==> src/rtl/core/length_checksum_frame_deframer_defines.svh <==
// Assertion helpers shared by the deframer RTL.
`ifndef LENGTH_CHECKSUM_FRAME_DEFRAMER_DEFINES_SVH
`define LENGTH_CHECKSUM_FRAME_DEFRAMER_DEFINES_SVH

// Checked outside reset only.
`define LCFD_ASSERT(lbl, prop, msg) \
  lbl: assert property (@(posedge clk_i) disable iff (!rst_ni) (prop)) else $error(msg);

// Checked at every rising clock edge, reset included.
`define LCFD_ASSERT_ALWAYS(lbl, prop, msg) \
  lbl: assert property (@(posedge clk_i) (prop)) else $error(msg);

`endif

==> src/rtl/core/lcfd_pkg.sv <==
`default_nettype none

package lcfd_pkg;

  localparam int MAX_FRAME_SIZE = 256;
  localparam int POS_W          = $clog2(MAX_FRAME_SIZE + 1);
  localparam int LEN_W          = 17;
  localparam int SIZE_W         = 9;
  localparam int SIZE_CAP       = 256;
  localparam int HDR_OVERHEAD   = 6;
  localparam int SUM_FIRST      = 3;
  localparam int PAY_FIRST      = 6;
  localparam int PAY_LAST       = 13;

  localparam int CFG_IDX_W  = 2;
  localparam int CFG_DATA_W = 9;

  localparam int TOK_DEPTH = 2;
  localparam int TOK_PTR_W = (TOK_DEPTH > 1) ? $clog2(TOK_DEPTH) : 1;
  localparam int TOK_CNT_W = $clog2(TOK_DEPTH + 1);

  typedef enum logic [CFG_IDX_W-1:0] {
    CFG_START_MARKER = 2'd0,
    CFG_END_MARKER   = 2'd1,
    CFG_MIN_SIZE     = 2'd2
  } cfg_idx_e;

  typedef enum logic [1:0] {
    ST_OK      = 2'd0,
    ST_LEN_ERR = 2'd1,
    ST_SUM_ERR = 2'd2,
    ST_END_ERR = 2'd3
  } status_e;

  typedef enum logic [1:0] {
    TOK_START   = 2'd0,
    TOK_DATA    = 2'd1,
    TOK_LEN_ERR = 2'd2
  } tok_op_e;

  // One classified byte: what the back end must do with it.
  typedef struct packed {
    tok_op_e           op;
    logic [7:0]        data;
    logic              hdr_en;
    logic [1:0]        hdr_idx;
    logic              pay_en;
    logic [2:0]        pay_idx;
    logic              sum_add;
    logic              sum_low;
    logic              sum_chk;
    logic              last;
    logic [SIZE_W-1:0] size;
  } tok_t;

endpackage

`default_nettype wire

==> src/rtl/core/length_checksum_frame_deframer.sv <==
// Length-prefixed frame deframer with a 16-bit additive checksum.
// Input channel: one received byte per transfer (push/full). Bytes are hunted
// for the start marker, then a little-endian length L gives frame size L+6.
// Result channel (empty/pop): one record per finished frame or per rejected
// length, carrying status, header bytes 3..5, saturated size and payload 6..13.
// Configuration: cfg_we_i writes start marker (0), end marker (1) and minimum
// frame size (2); write only while no frame is in flight.
// Throughput: one byte per cycle while full is low. A classifier in front tags each
// byte with its role and hands it through a two-entry token queue to the
// accumulator, which owns the single output register.
// Result path: the token of a frame's last byte is written into the queue; the
// accumulator then registers the result in the output register.
// Reset: clears position, queue and output valid; registers return to 0xA5, 0x0D, 9.
// Receiver stall: a held result blocks only the next result-bearing token; the
// queue then fills and full rises after one more classified byte, until pop.
`default_nettype none

module length_checksum_frame_deframer (
  input  wire logic                            clk_i,
  input  wire logic                            rst_ni,
  input  wire logic                            push,
  output logic                                 full,
  input  wire logic [7:0]                      rx_byte_i,
  output logic                                 empty,
  input  wire logic                            pop,
  output logic [1:0]                           status_o,
  output logic [7:0]                           msg_type_o,
  output logic [7:0]                           source_id_o,
  output logic [7:0]                           dest_id_o,
  output logic [8:0]                           frame_size_o,
  output logic [63:0]                          payload_head_o,
  input  wire logic                            cfg_we_i,
  input  wire logic [lcfd_pkg::CFG_IDX_W-1:0]  cfg_idx_i,
  input  wire logic [lcfd_pkg::CFG_DATA_W-1:0] cfg_wdata_i
);
  import lcfd_pkg::*;

  logic [7:0] start_marker_q;
  logic [7:0] end_marker_q;
  logic [8:0] min_size_q;
  tok_t       push_tok, pop_tok;
  logic       tok_push, tok_full, tok_valid, tok_pop;

  always_ff @(posedge clk_i or negedge rst_ni) begin
    if (!rst_ni) begin
      start_marker_q <= 8'hA5;
      end_marker_q   <= 8'h0D;
      min_size_q     <= 9'd9;
    end else if (cfg_we_i) begin
      case (cfg_idx_e'(cfg_idx_i))
        CFG_START_MARKER: start_marker_q <= cfg_wdata_i[7:0];
        CFG_END_MARKER:   end_marker_q   <= cfg_wdata_i[7:0];
        CFG_MIN_SIZE:     min_size_q     <= cfg_wdata_i[8:0];
        default: begin
        end
      endcase
    end
  end

  assign full = tok_full;

  lcfd_front u_front (
    .clk_i          (clk_i),
    .rst_ni         (rst_ni),
    .push_i         (push),
    .rx_byte_i      (rx_byte_i),
    .start_marker_i (start_marker_q),
    .min_size_i     (min_size_q),
    .tok_full_i     (tok_full),
    .tok_o          (push_tok),
    .tok_push_o     (tok_push)
  );

  lcfd_tok_fifo u_tok_fifo (
    .clk_i   (clk_i),
    .rst_ni  (rst_ni),
    .wr_i    (tok_push),
    .wdata_i (push_tok),
    .full_o  (tok_full),
    .rd_i    (tok_pop),
    .rdata_o (pop_tok),
    .valid_o (tok_valid)
  );

  lcfd_back u_back (
    .clk_i          (clk_i),
    .rst_ni         (rst_ni),
    .tok_i          (pop_tok),
    .tok_valid_i    (tok_valid),
    .tok_pop_o      (tok_pop),
    .end_marker_i   (end_marker_q),
    .pop_i          (pop),
    .empty_o        (empty),
    .status_o       (status_o),
    .msg_type_o     (msg_type_o),
    .source_id_o    (source_id_o),
    .dest_id_o      (dest_id_o),
    .frame_size_o   (frame_size_o),
    .payload_head_o (payload_head_o)
  );

endmodule

`default_nettype wire

==> src/rtl/core/lcfd_front.sv <==
`default_nettype none
`include "length_checksum_frame_deframer_defines.svh"

module lcfd_front (
  input  wire logic               clk_i,
  input  wire logic               rst_ni,
  input  wire logic               push_i,
  input  wire logic [7:0]         rx_byte_i,
  input  wire logic [7:0]         start_marker_i,
  input  wire logic [8:0]         min_size_i,
  input  wire logic               tok_full_i,
  output lcfd_pkg::tok_t          tok_o,
  output logic                    tok_push_o
);
  import lcfd_pkg::*;

  logic [POS_W-1:0] pos_q, pos_d;
  logic [POS_W-1:0] size_q, size_d;
  logic [7:0]       len_lo_q, len_lo_d;
  logic [LEN_W-1:0] len_full;
  logic             len_bad;
  logic             accept;
  logic             want_tok;
  logic [POS_W-1:0] hdr_off;
  logic [POS_W-1:0] pay_off;

  function automatic logic [SIZE_W-1:0] sat_size(input logic [LEN_W-1:0] s);
    return (s > LEN_W'(SIZE_CAP)) ? SIZE_W'(SIZE_CAP) : s[SIZE_W-1:0];
  endfunction

  assign len_full = LEN_W'({rx_byte_i, len_lo_q}) + LEN_W'(HDR_OVERHEAD);
  assign len_bad  = (len_full < LEN_W'(min_size_i)) ||
                    (len_full > LEN_W'(MAX_FRAME_SIZE));
  assign accept   = push_i && !tok_full_i;
  assign hdr_off  = pos_q - POS_W'(SUM_FIRST);
  assign pay_off  = pos_q - POS_W'(PAY_FIRST);

  always_comb begin
    tok_o      = '0;
    tok_o.op   = TOK_DATA;
    tok_o.data = rx_byte_i;
    tok_o.size = sat_size(LEN_W'(size_q));
    want_tok   = 1'b0;
    pos_d      = pos_q;
    size_d     = size_q;
    len_lo_d   = len_lo_q;
    if (pos_q == '0) begin
      tok_o.op = TOK_START;
      want_tok = (rx_byte_i == start_marker_i);
      if (want_tok) begin
        pos_d = POS_W'(1);
      end
    end else if (pos_q == POS_W'(1)) begin
      len_lo_d = rx_byte_i;
      pos_d    = POS_W'(2);
    end else if (pos_q == POS_W'(2)) begin
      size_d     = len_full[POS_W-1:0];
      tok_o.op   = TOK_LEN_ERR;
      tok_o.size = sat_size(len_full);
      want_tok   = len_bad;
      pos_d      = len_bad ? '0 : POS_W'(SUM_FIRST);
    end else begin
      want_tok      = 1'b1;
      tok_o.hdr_en  = (pos_q < POS_W'(PAY_FIRST));
      tok_o.hdr_idx = hdr_off[1:0];
      tok_o.pay_en  = (pos_q >= POS_W'(PAY_FIRST)) && (pos_q <= POS_W'(PAY_LAST));
      tok_o.pay_idx = pay_off[2:0];
      tok_o.sum_add = (pos_q <= size_q - POS_W'(4));
      tok_o.sum_low = (pos_q == size_q - POS_W'(3));
      tok_o.sum_chk = (pos_q == size_q - POS_W'(2));
      tok_o.last    = (pos_q == size_q - POS_W'(1));
      pos_d         = tok_o.last ? '0 : pos_q + POS_W'(1);
    end
  end

  assign tok_push_o = accept && want_tok;

  always_ff @(posedge clk_i or negedge rst_ni) begin
    if (!rst_ni) begin
      pos_q <= '0;
    end else if (accept) begin
      pos_q <= pos_d;
    end
  end

  always_ff @(posedge clk_i) begin
    if (accept) begin
      size_q   <= size_d;
      len_lo_q <= len_lo_d;
    end
  end

  `LCFD_ASSERT(a_pos_in_frame, (pos_q >= POS_W'(SUM_FIRST)) |-> (pos_q < size_q), "position past frame end")
  `LCFD_ASSERT(a_len_err_rehunt, (tok_push_o && tok_o.op == TOK_LEN_ERR) |=> (pos_q == '0), "no rehunt after length error")
  `LCFD_ASSERT(a_no_push_full, tok_full_i |-> !tok_push_o, "token pushed into full queue")

endmodule

`default_nettype wire

==> src/rtl/core/lcfd_tok_fifo.sv <==
`default_nettype none
`include "length_checksum_frame_deframer_defines.svh"

module lcfd_tok_fifo (
  input  wire logic           clk_i,
  input  wire logic           rst_ni,
  input  wire logic           wr_i,
  input  wire lcfd_pkg::tok_t wdata_i,
  output logic                full_o,
  input  wire logic           rd_i,
  output lcfd_pkg::tok_t      rdata_o,
  output logic                valid_o
);
  import lcfd_pkg::*;

  tok_t                 mem_q [TOK_DEPTH];
  logic [TOK_PTR_W-1:0] wr_ptr_q, rd_ptr_q;
  logic [TOK_CNT_W-1:0] cnt_q;
  logic                 do_wr, do_rd;

  function automatic logic [TOK_PTR_W-1:0] next_ptr(input logic [TOK_PTR_W-1:0] p);
    return (p == TOK_PTR_W'(TOK_DEPTH - 1)) ? '0 : p + TOK_PTR_W'(1);
  endfunction

  assign full_o  = (cnt_q == TOK_CNT_W'(TOK_DEPTH));
  assign valid_o = (cnt_q != '0);
  assign do_wr   = wr_i && !full_o;
  assign do_rd   = rd_i && valid_o;
  assign rdata_o = mem_q[rd_ptr_q];

  always_ff @(posedge clk_i or negedge rst_ni) begin
    if (!rst_ni) begin
      wr_ptr_q <= '0;
      rd_ptr_q <= '0;
      cnt_q    <= '0;
    end else begin
      if (do_wr) begin
        wr_ptr_q <= next_ptr(wr_ptr_q);
      end
      if (do_rd) begin
        rd_ptr_q <= next_ptr(rd_ptr_q);
      end
      if (do_wr && !do_rd) begin
        cnt_q <= cnt_q + TOK_CNT_W'(1);
      end else if (do_rd && !do_wr) begin
        cnt_q <= cnt_q - TOK_CNT_W'(1);
      end
    end
  end

  always_ff @(posedge clk_i) begin
    if (do_wr) begin
      mem_q[wr_ptr_q] <= wdata_i;
    end
  end

  `LCFD_ASSERT(a_cnt_bound, cnt_q <= TOK_CNT_W'(TOK_DEPTH), "token count overflow")

endmodule

`default_nettype wire

==> src/rtl/core/lcfd_back.sv <==
`default_nettype none
`include "length_checksum_frame_deframer_defines.svh"

module lcfd_back (
  input  wire logic                         clk_i,
  input  wire logic                         rst_ni,
  input  wire lcfd_pkg::tok_t               tok_i,
  input  wire logic                         tok_valid_i,
  output logic                              tok_pop_o,
  input  wire logic [7:0]                   end_marker_i,
  input  wire logic                         pop_i,
  output logic                              empty_o,
  output logic [1:0]                        status_o,
  output logic [7:0]                        msg_type_o,
  output logic [7:0]                        source_id_o,
  output logic [7:0]                        dest_id_o,
  output logic [lcfd_pkg::SIZE_W-1:0]       frame_size_o,
  output logic [63:0]                       payload_head_o
);
  import lcfd_pkg::*;

  logic [15:0]       sum_q, sum_d;
  logic [7:0]        sum_lo_q, sum_lo_d;
  logic              mism_q, mism_d;
  logic [23:0]       hdr_q, hdr_d;
  logic [63:0]       pay_q, pay_d;
  logic              emit;
  logic              take;
  status_e           st;
  logic              out_valid_q;
  status_e           out_st_q;
  logic [23:0]       out_hdr_q;
  logic [SIZE_W-1:0] out_size_q;
  logic [63:0]       out_pay_q;

  assign emit = (tok_i.op == TOK_LEN_ERR) || ((tok_i.op == TOK_DATA) && tok_i.last);
  // Hold the queue only when a result would land on a full output register that is not being popped.
  assign tok_pop_o = tok_valid_i && (!emit || !out_valid_q || pop_i);
  assign take      = tok_pop_o;

  always_comb begin
    sum_d    = sum_q;
    sum_lo_d = sum_lo_q;
    mism_d   = mism_q;
    hdr_d    = hdr_q;
    pay_d    = pay_q;
    st       = ST_OK;
    case (tok_i.op)
      TOK_START: begin
        sum_d    = '0;
        sum_lo_d = '0;
        mism_d   = 1'b0;
        hdr_d    = '0;
        pay_d    = '0;
      end
      TOK_LEN_ERR: begin
        st    = ST_LEN_ERR;
        hdr_d = '0;
        pay_d = '0;
      end
      TOK_DATA: begin
        if (tok_i.hdr_en) begin
          hdr_d[8*tok_i.hdr_idx +: 8] = tok_i.data;
        end
        if (tok_i.pay_en) begin
          pay_d[8*tok_i.pay_idx +: 8] = tok_i.data;
        end
        if (tok_i.sum_add) begin
          sum_d = sum_q + 16'(tok_i.data);
        end
        if (tok_i.sum_low) begin
          sum_lo_d = tok_i.data;
        end
        if (tok_i.sum_chk) begin
          mism_d = ({tok_i.data, sum_lo_q} != sum_q);
        end
        if (mism_q) begin
          st = ST_SUM_ERR;
        end else if (tok_i.data != end_marker_i) begin
          st = ST_END_ERR;
        end
      end
      default: begin
        st = ST_OK;
      end
    endcase
  end

  always_ff @(posedge clk_i) begin
    if (take) begin
      sum_q    <= sum_d;
      sum_lo_q <= sum_lo_d;
      mism_q   <= mism_d;
      hdr_q    <= hdr_d;
      pay_q    <= pay_d;
    end
    if (take && emit) begin
      out_st_q   <= st;
      out_hdr_q  <= hdr_d;
      out_size_q <= tok_i.size;
      out_pay_q  <= pay_d;
    end
  end

  always_ff @(posedge clk_i or negedge rst_ni) begin
    if (!rst_ni) begin
      out_valid_q <= 1'b0;
    end else if (take && emit) begin
      out_valid_q <= 1'b1;
    end else if (pop_i) begin
      out_valid_q <= 1'b0;
    end
  end

  assign empty_o        = !out_valid_q;
  assign status_o       = out_st_q;
  assign msg_type_o     = out_hdr_q[7:0];
  assign source_id_o    = out_hdr_q[15:8];
  assign dest_id_o      = out_hdr_q[23:16];
  assign frame_size_o   = out_size_q;
  assign payload_head_o = out_pay_q;

  `LCFD_ASSERT(a_emit_lands, (take && emit) |=> !empty_o, "result lost on output register")

endmodule

`default_nettype wire

==> config.mk <==
export PLATFORM = sky130hd
export DESIGN_NAME = length_checksum_frame_deframer
export DESIGN_NICKNAME = d
export VERILOG_FILES = /design/src/rtl/core/lcfd_pkg.sv /design/src/rtl/core/length_checksum_frame_deframer.sv /design/src/rtl/core/lcfd_front.sv /design/src/rtl/core/lcfd_tok_fifo.sv /design/src/rtl/core/lcfd_back.sv
export VERILOG_INCLUDE_DIRS = /design/src /design/src/rtl/core
export SDC_FILE = /design/constraint.sdc
export NUM_CORES = 1
export LEC_CHECK = 0
export ABC_CLOCK_PERIOD_IN_PS = 19800
export BUFFER_PORTS_ARGS = -buffer_cell sky130_fd_sc_hd__buf_2
export CORE_MARGIN = 2
export CORE_UTILIZATION = 60
export CTS_CLUSTER_DIAMETER = 50
export CTS_CLUSTER_SIZE = 12
export DETAILED_ROUTE_END_ITERATION = 12
export PLACE_DENSITY = 0.79
export SLEW_MARGIN = 20
export SYNTH_ARGS = -nofsm -noshare
export SYNTH_HDL_FRONTEND = slang
export SYNTH_SLANG_ARGS = --single-unit
export TNS_END_PERCENT = 100
==> constraint.sdc <==
create_clock -name clk_i -period 19.8 [get_ports clk_i]
set_clock_uncertainty 0.2 [all_clocks]
set_input_delay 4.95 -clock clk_i [delete_from_list [all_inputs] [get_ports clk_i]]
set_output_delay 4.95 -clock clk_i [all_outputs]
set_load 0.1 [all_outputs]
==> summary.md <==
| Metric | Value |
|---|---|
| Status | `finished, final reports clean` |
| Relative slew slack | `0.3208` |
| Setup crit start | `rx_byte_i[0]` |
| HPWL after detailed placement | `21890 microns` |
| Total Neg Setup Slack | `0 ns` |
| # hold bufs at CTS | `0` |
| Inserted Diodes | `0` |
| Syn nets | `1169` |
| Global-route wire length before repair | `51030 microns` |
| GR met3 Demand/Resource | `0.04545` |
| Worst Tran Pin Value | `0.9904 ns` |
| Final setup fails | `0` |
| Register area share after synthesis | `0.6510` |
| RR Startpoint | `u_tok_fifo.rd_ptr_q` |
| Row count | `57` |
| Antenna-violating nets left | `0` |
| Setup bufs post-CTS | `0` |
| Post-synth ARST share | `0.1189` |
| Clock Pin Slew Worst Setup and Hold Paths | `0.06 ns` |
| P&R area growth vs syn | `13.86%` |
| Yosys reg bits | `328` |
| Crit Reg-Reg Endpoint | `u_back.sum_lo_q[5]` |
| Design area | `16910 sq um` |
| CTS Buf Count | `35` |
| Die area | `26020 sq um` |
| Warnings from Yosys | `0` |
| H-tree levels | `2` |
| GPL Wtd Cong | `0.8847` |
| Initial Utilization | `0.6105` |
| Worst hold endpoint | `min_size_q[7]` |
| Vias in the first global route | `9394` |
| Most frequent cells in the layout | `289 x edfxtp_1, 124 x buf_2, 85 x nand2_1` |
| GRT busiest layer | `met2` |
| Vias | `9619` |
| Grt total ovfl | `0` |
| Clk buf depth | `3` |
| Hold path startpoint | `min_size_q[7]` |
| M2 GR Usage | `0.4184` |
| Clock latency on the worst-skew pair | `0.52 ns` |
| CP arrival | `7.32 ns` |
| Mapped cell area | `14850 sq um` |
| DP Area | `15890 sq um` |
| Worst setup path category | `in2reg` |
| Syn Area/Cell | `13.57 sq um` |
| Hold Path Stages | `1` |
| Post-CTS resize count | `0` |
| Cell taking the most area after synthesis | `edfxtp_1` |
| Post-synth top area share | `0.5845` |
| Wirelength, routed | `32670 microns` |
| Largest net degree at the start of global routing | `65` |
| Worst R2R Path Depth | `9` |
| DR iter-0 viols | `951` |
| Port bufs | `124` |
| Most common cell after layout, fill and taps aside | `edfxtp_1` |
| Fin crit share | `0.3721` |
| Crit path time final | `7.367 ns` |
| Count of max-cap constraint violations | `0` |
| Cell count after synthesis | `1094` |
| Worst setup SP type | `input pin` |
| Core footprint | `24320 sq um` |
| Crit-path max FO | `30` |
| CTS tree | `done` |
| Clock Sinks | `328` |
| F_max | `135.7 MHz` |
| Ratio of cells with drive above 1 in the final layout | `0.2059` |
| Nets | `1320` |
| Pre-antenna DRT Iters | `5` |
| Total GRT Usage | `0.2526` |
| RSZ-0062 raised after global routing | `false` |
| Crit end category | `flop` |
| Grt met1 use | `0.3451` |
| Height of the die | `161.3 microns` |
| Final Hold Vio Count | `0` |
| Io pins | `125` |
| Final slew viol count | `0` |
| Worst path required time | `19.76 ns` |
| Ranking of synthesized cells by area | `edfxtp_1 58%, dfrtp_1 5.1%, ha_1 4.2%, xnor2_1 2.9%, mux2_2 2.9%` |
| Reg2Reg Setup Slack | `15.09 ns` |
| Root buf cell | `clkbuf_16` |
| Wire per inst | `20.59 microns` |
| Post-synth EDFFs | `289` |
| Worst min-delay path class | `reg2reg` |
| Initial antenna violation count | `0` |
| Final routed DRC violation total | `0` |
| Die W | `161.3 microns` |
| Vias per cell | `6.061` |
| Filler cells | `1628` |
| Ys flop type | `edfxtp_1` |
| Synth cell types | `75` |
## sequential cells by signal, indices dropped and copies added, names as in the netlist, 2 cells and up
name / cells
u_tok_fifo.mem_q: 60
end_marker_q: 8
u_front.pos_q: 9
u_back.hdr_q: 24
u_back.status_o: 2
u_front.size_q: 9
u_back.frame_size_o: 9
u_tok_fifo.cnt_q: 2
u_back.payload_head_o: 64
start_marker_q: 8
u_back.sum_q: 16
u_back.out_hdr_q: 24
u_front.len_lo_q: 8
min_size_q: 9
u_back.sum_lo_q: 8
u_back.pay_q: 64
## routing by layer
layer | wire length [microns] | share of wire
met5 | 0 | 0
met4 | 834 | 0.026
met3 | 2351 | 0.072
met2 | 16220 | 0.50
met1 | 13270 | 0.41
## cells in the mapped netlist (all sizes together) (2+ instances only)
master / n
nand3b: 3
nor4b: 2
nand4: 17
a31o: 2
mux2: 38
and3b: 3
o31ai: 5
o21ai: 68
a211oi: 4
a21boi: 2
a21oi: 41
o22a: 8
or4b: 2
edfxtp: 289
nor3: 25
nor2: 74
mux2i: 23
a22o: 33
buf: 12
nor3b: 6
nand2: 86
ha: 50
a21o: 12
a22oi: 2
nand3: 14
xor2: 28
nor4: 9
and4: 2
o21a: 3
nand2b: 9
dfstp: 9
and3: 6
or4: 3
nor2b: 9
clkbuf: 16
xnor2: 50
inv: 48
and2: 23
or3: 6
a32o: 3
a31oi: 3
a32oi: 2
dfrtp: 30
## how the worst max path moves through the flow
| stage | end | cells after the start | slack (ns) |
|---|---|---|---|
| after floorplan | u_back.frame_size_o[0] | 3 | 9.71 |
| after global placement | u_tok_fifo.mem_q[1][5] | 12 | 12.14 |
| after detailed placement | u_tok_fifo.mem_q[1][5] | 12 | 11.96 |
| after CTS | u_tok_fifo.mem_q[1][5] | 12 | 12.47 |
| after global routing | u_tok_fifo.mem_q[1][6] | 12 | 12.32 |
| final | u_tok_fifo.mem_q[1][5] | 12 | 12.43 |
## critical path, stage by stage
cell     delay, ns
buf_2         0.14
or3_1         0.41
nand2_1       0.19
ha_1          0.29
nand2_1       0.09
nand4_1       0.10
a21oi_1       0.18
nor3_2        0.08
a22oi_1       0.25
o21ai_2       0.13
nor2_2        0.11
buf_4         0.38
## stage by stage
step | instances | util | worst slack (ns) | hold WS, ns
after global placement | 1532 | 0.6532 | 12.14 | 0.2874
after CTS | 1587 | 0.6950 | 12.47 | 0.3156
final | 1587 | 0.6952 | 12.43 | 0.3124
after global routing | 1587 | 0.6952 | 12.32 | 0.3307
after floorplan | 1094 | - | 9.713 | 0.2658
after detailed placement | 1532 | 0.6532 | 11.96 | 0.3016
## kinds of logic after synthesis
family,count (synthesis),synth area share
fa+ha+maj,51,0.04348
flops,328,0.6510
xor+xnor,78,0.04652
compound gates,199,0.09000
buf+inv,76,0.02132
mux,61,0.04432
simple gates,301,0.1034
## layout make-up
class	count	area, sq um	area share
clock buffer	48	924.6	0.05469
clock inverter	7	90.09	0.005329
inverter	48	181.4	0.01073
multi-input combinational	690	4883	0.2889
sequential	328	9666	0.5717
tap	324	405.4	0.02398
timing repair buffer	142	755.7	0.04470
Power is left out: the tool's default activity adds up to more than one toggle a clock period on the data nets, which glitch-free logic cannot reach.
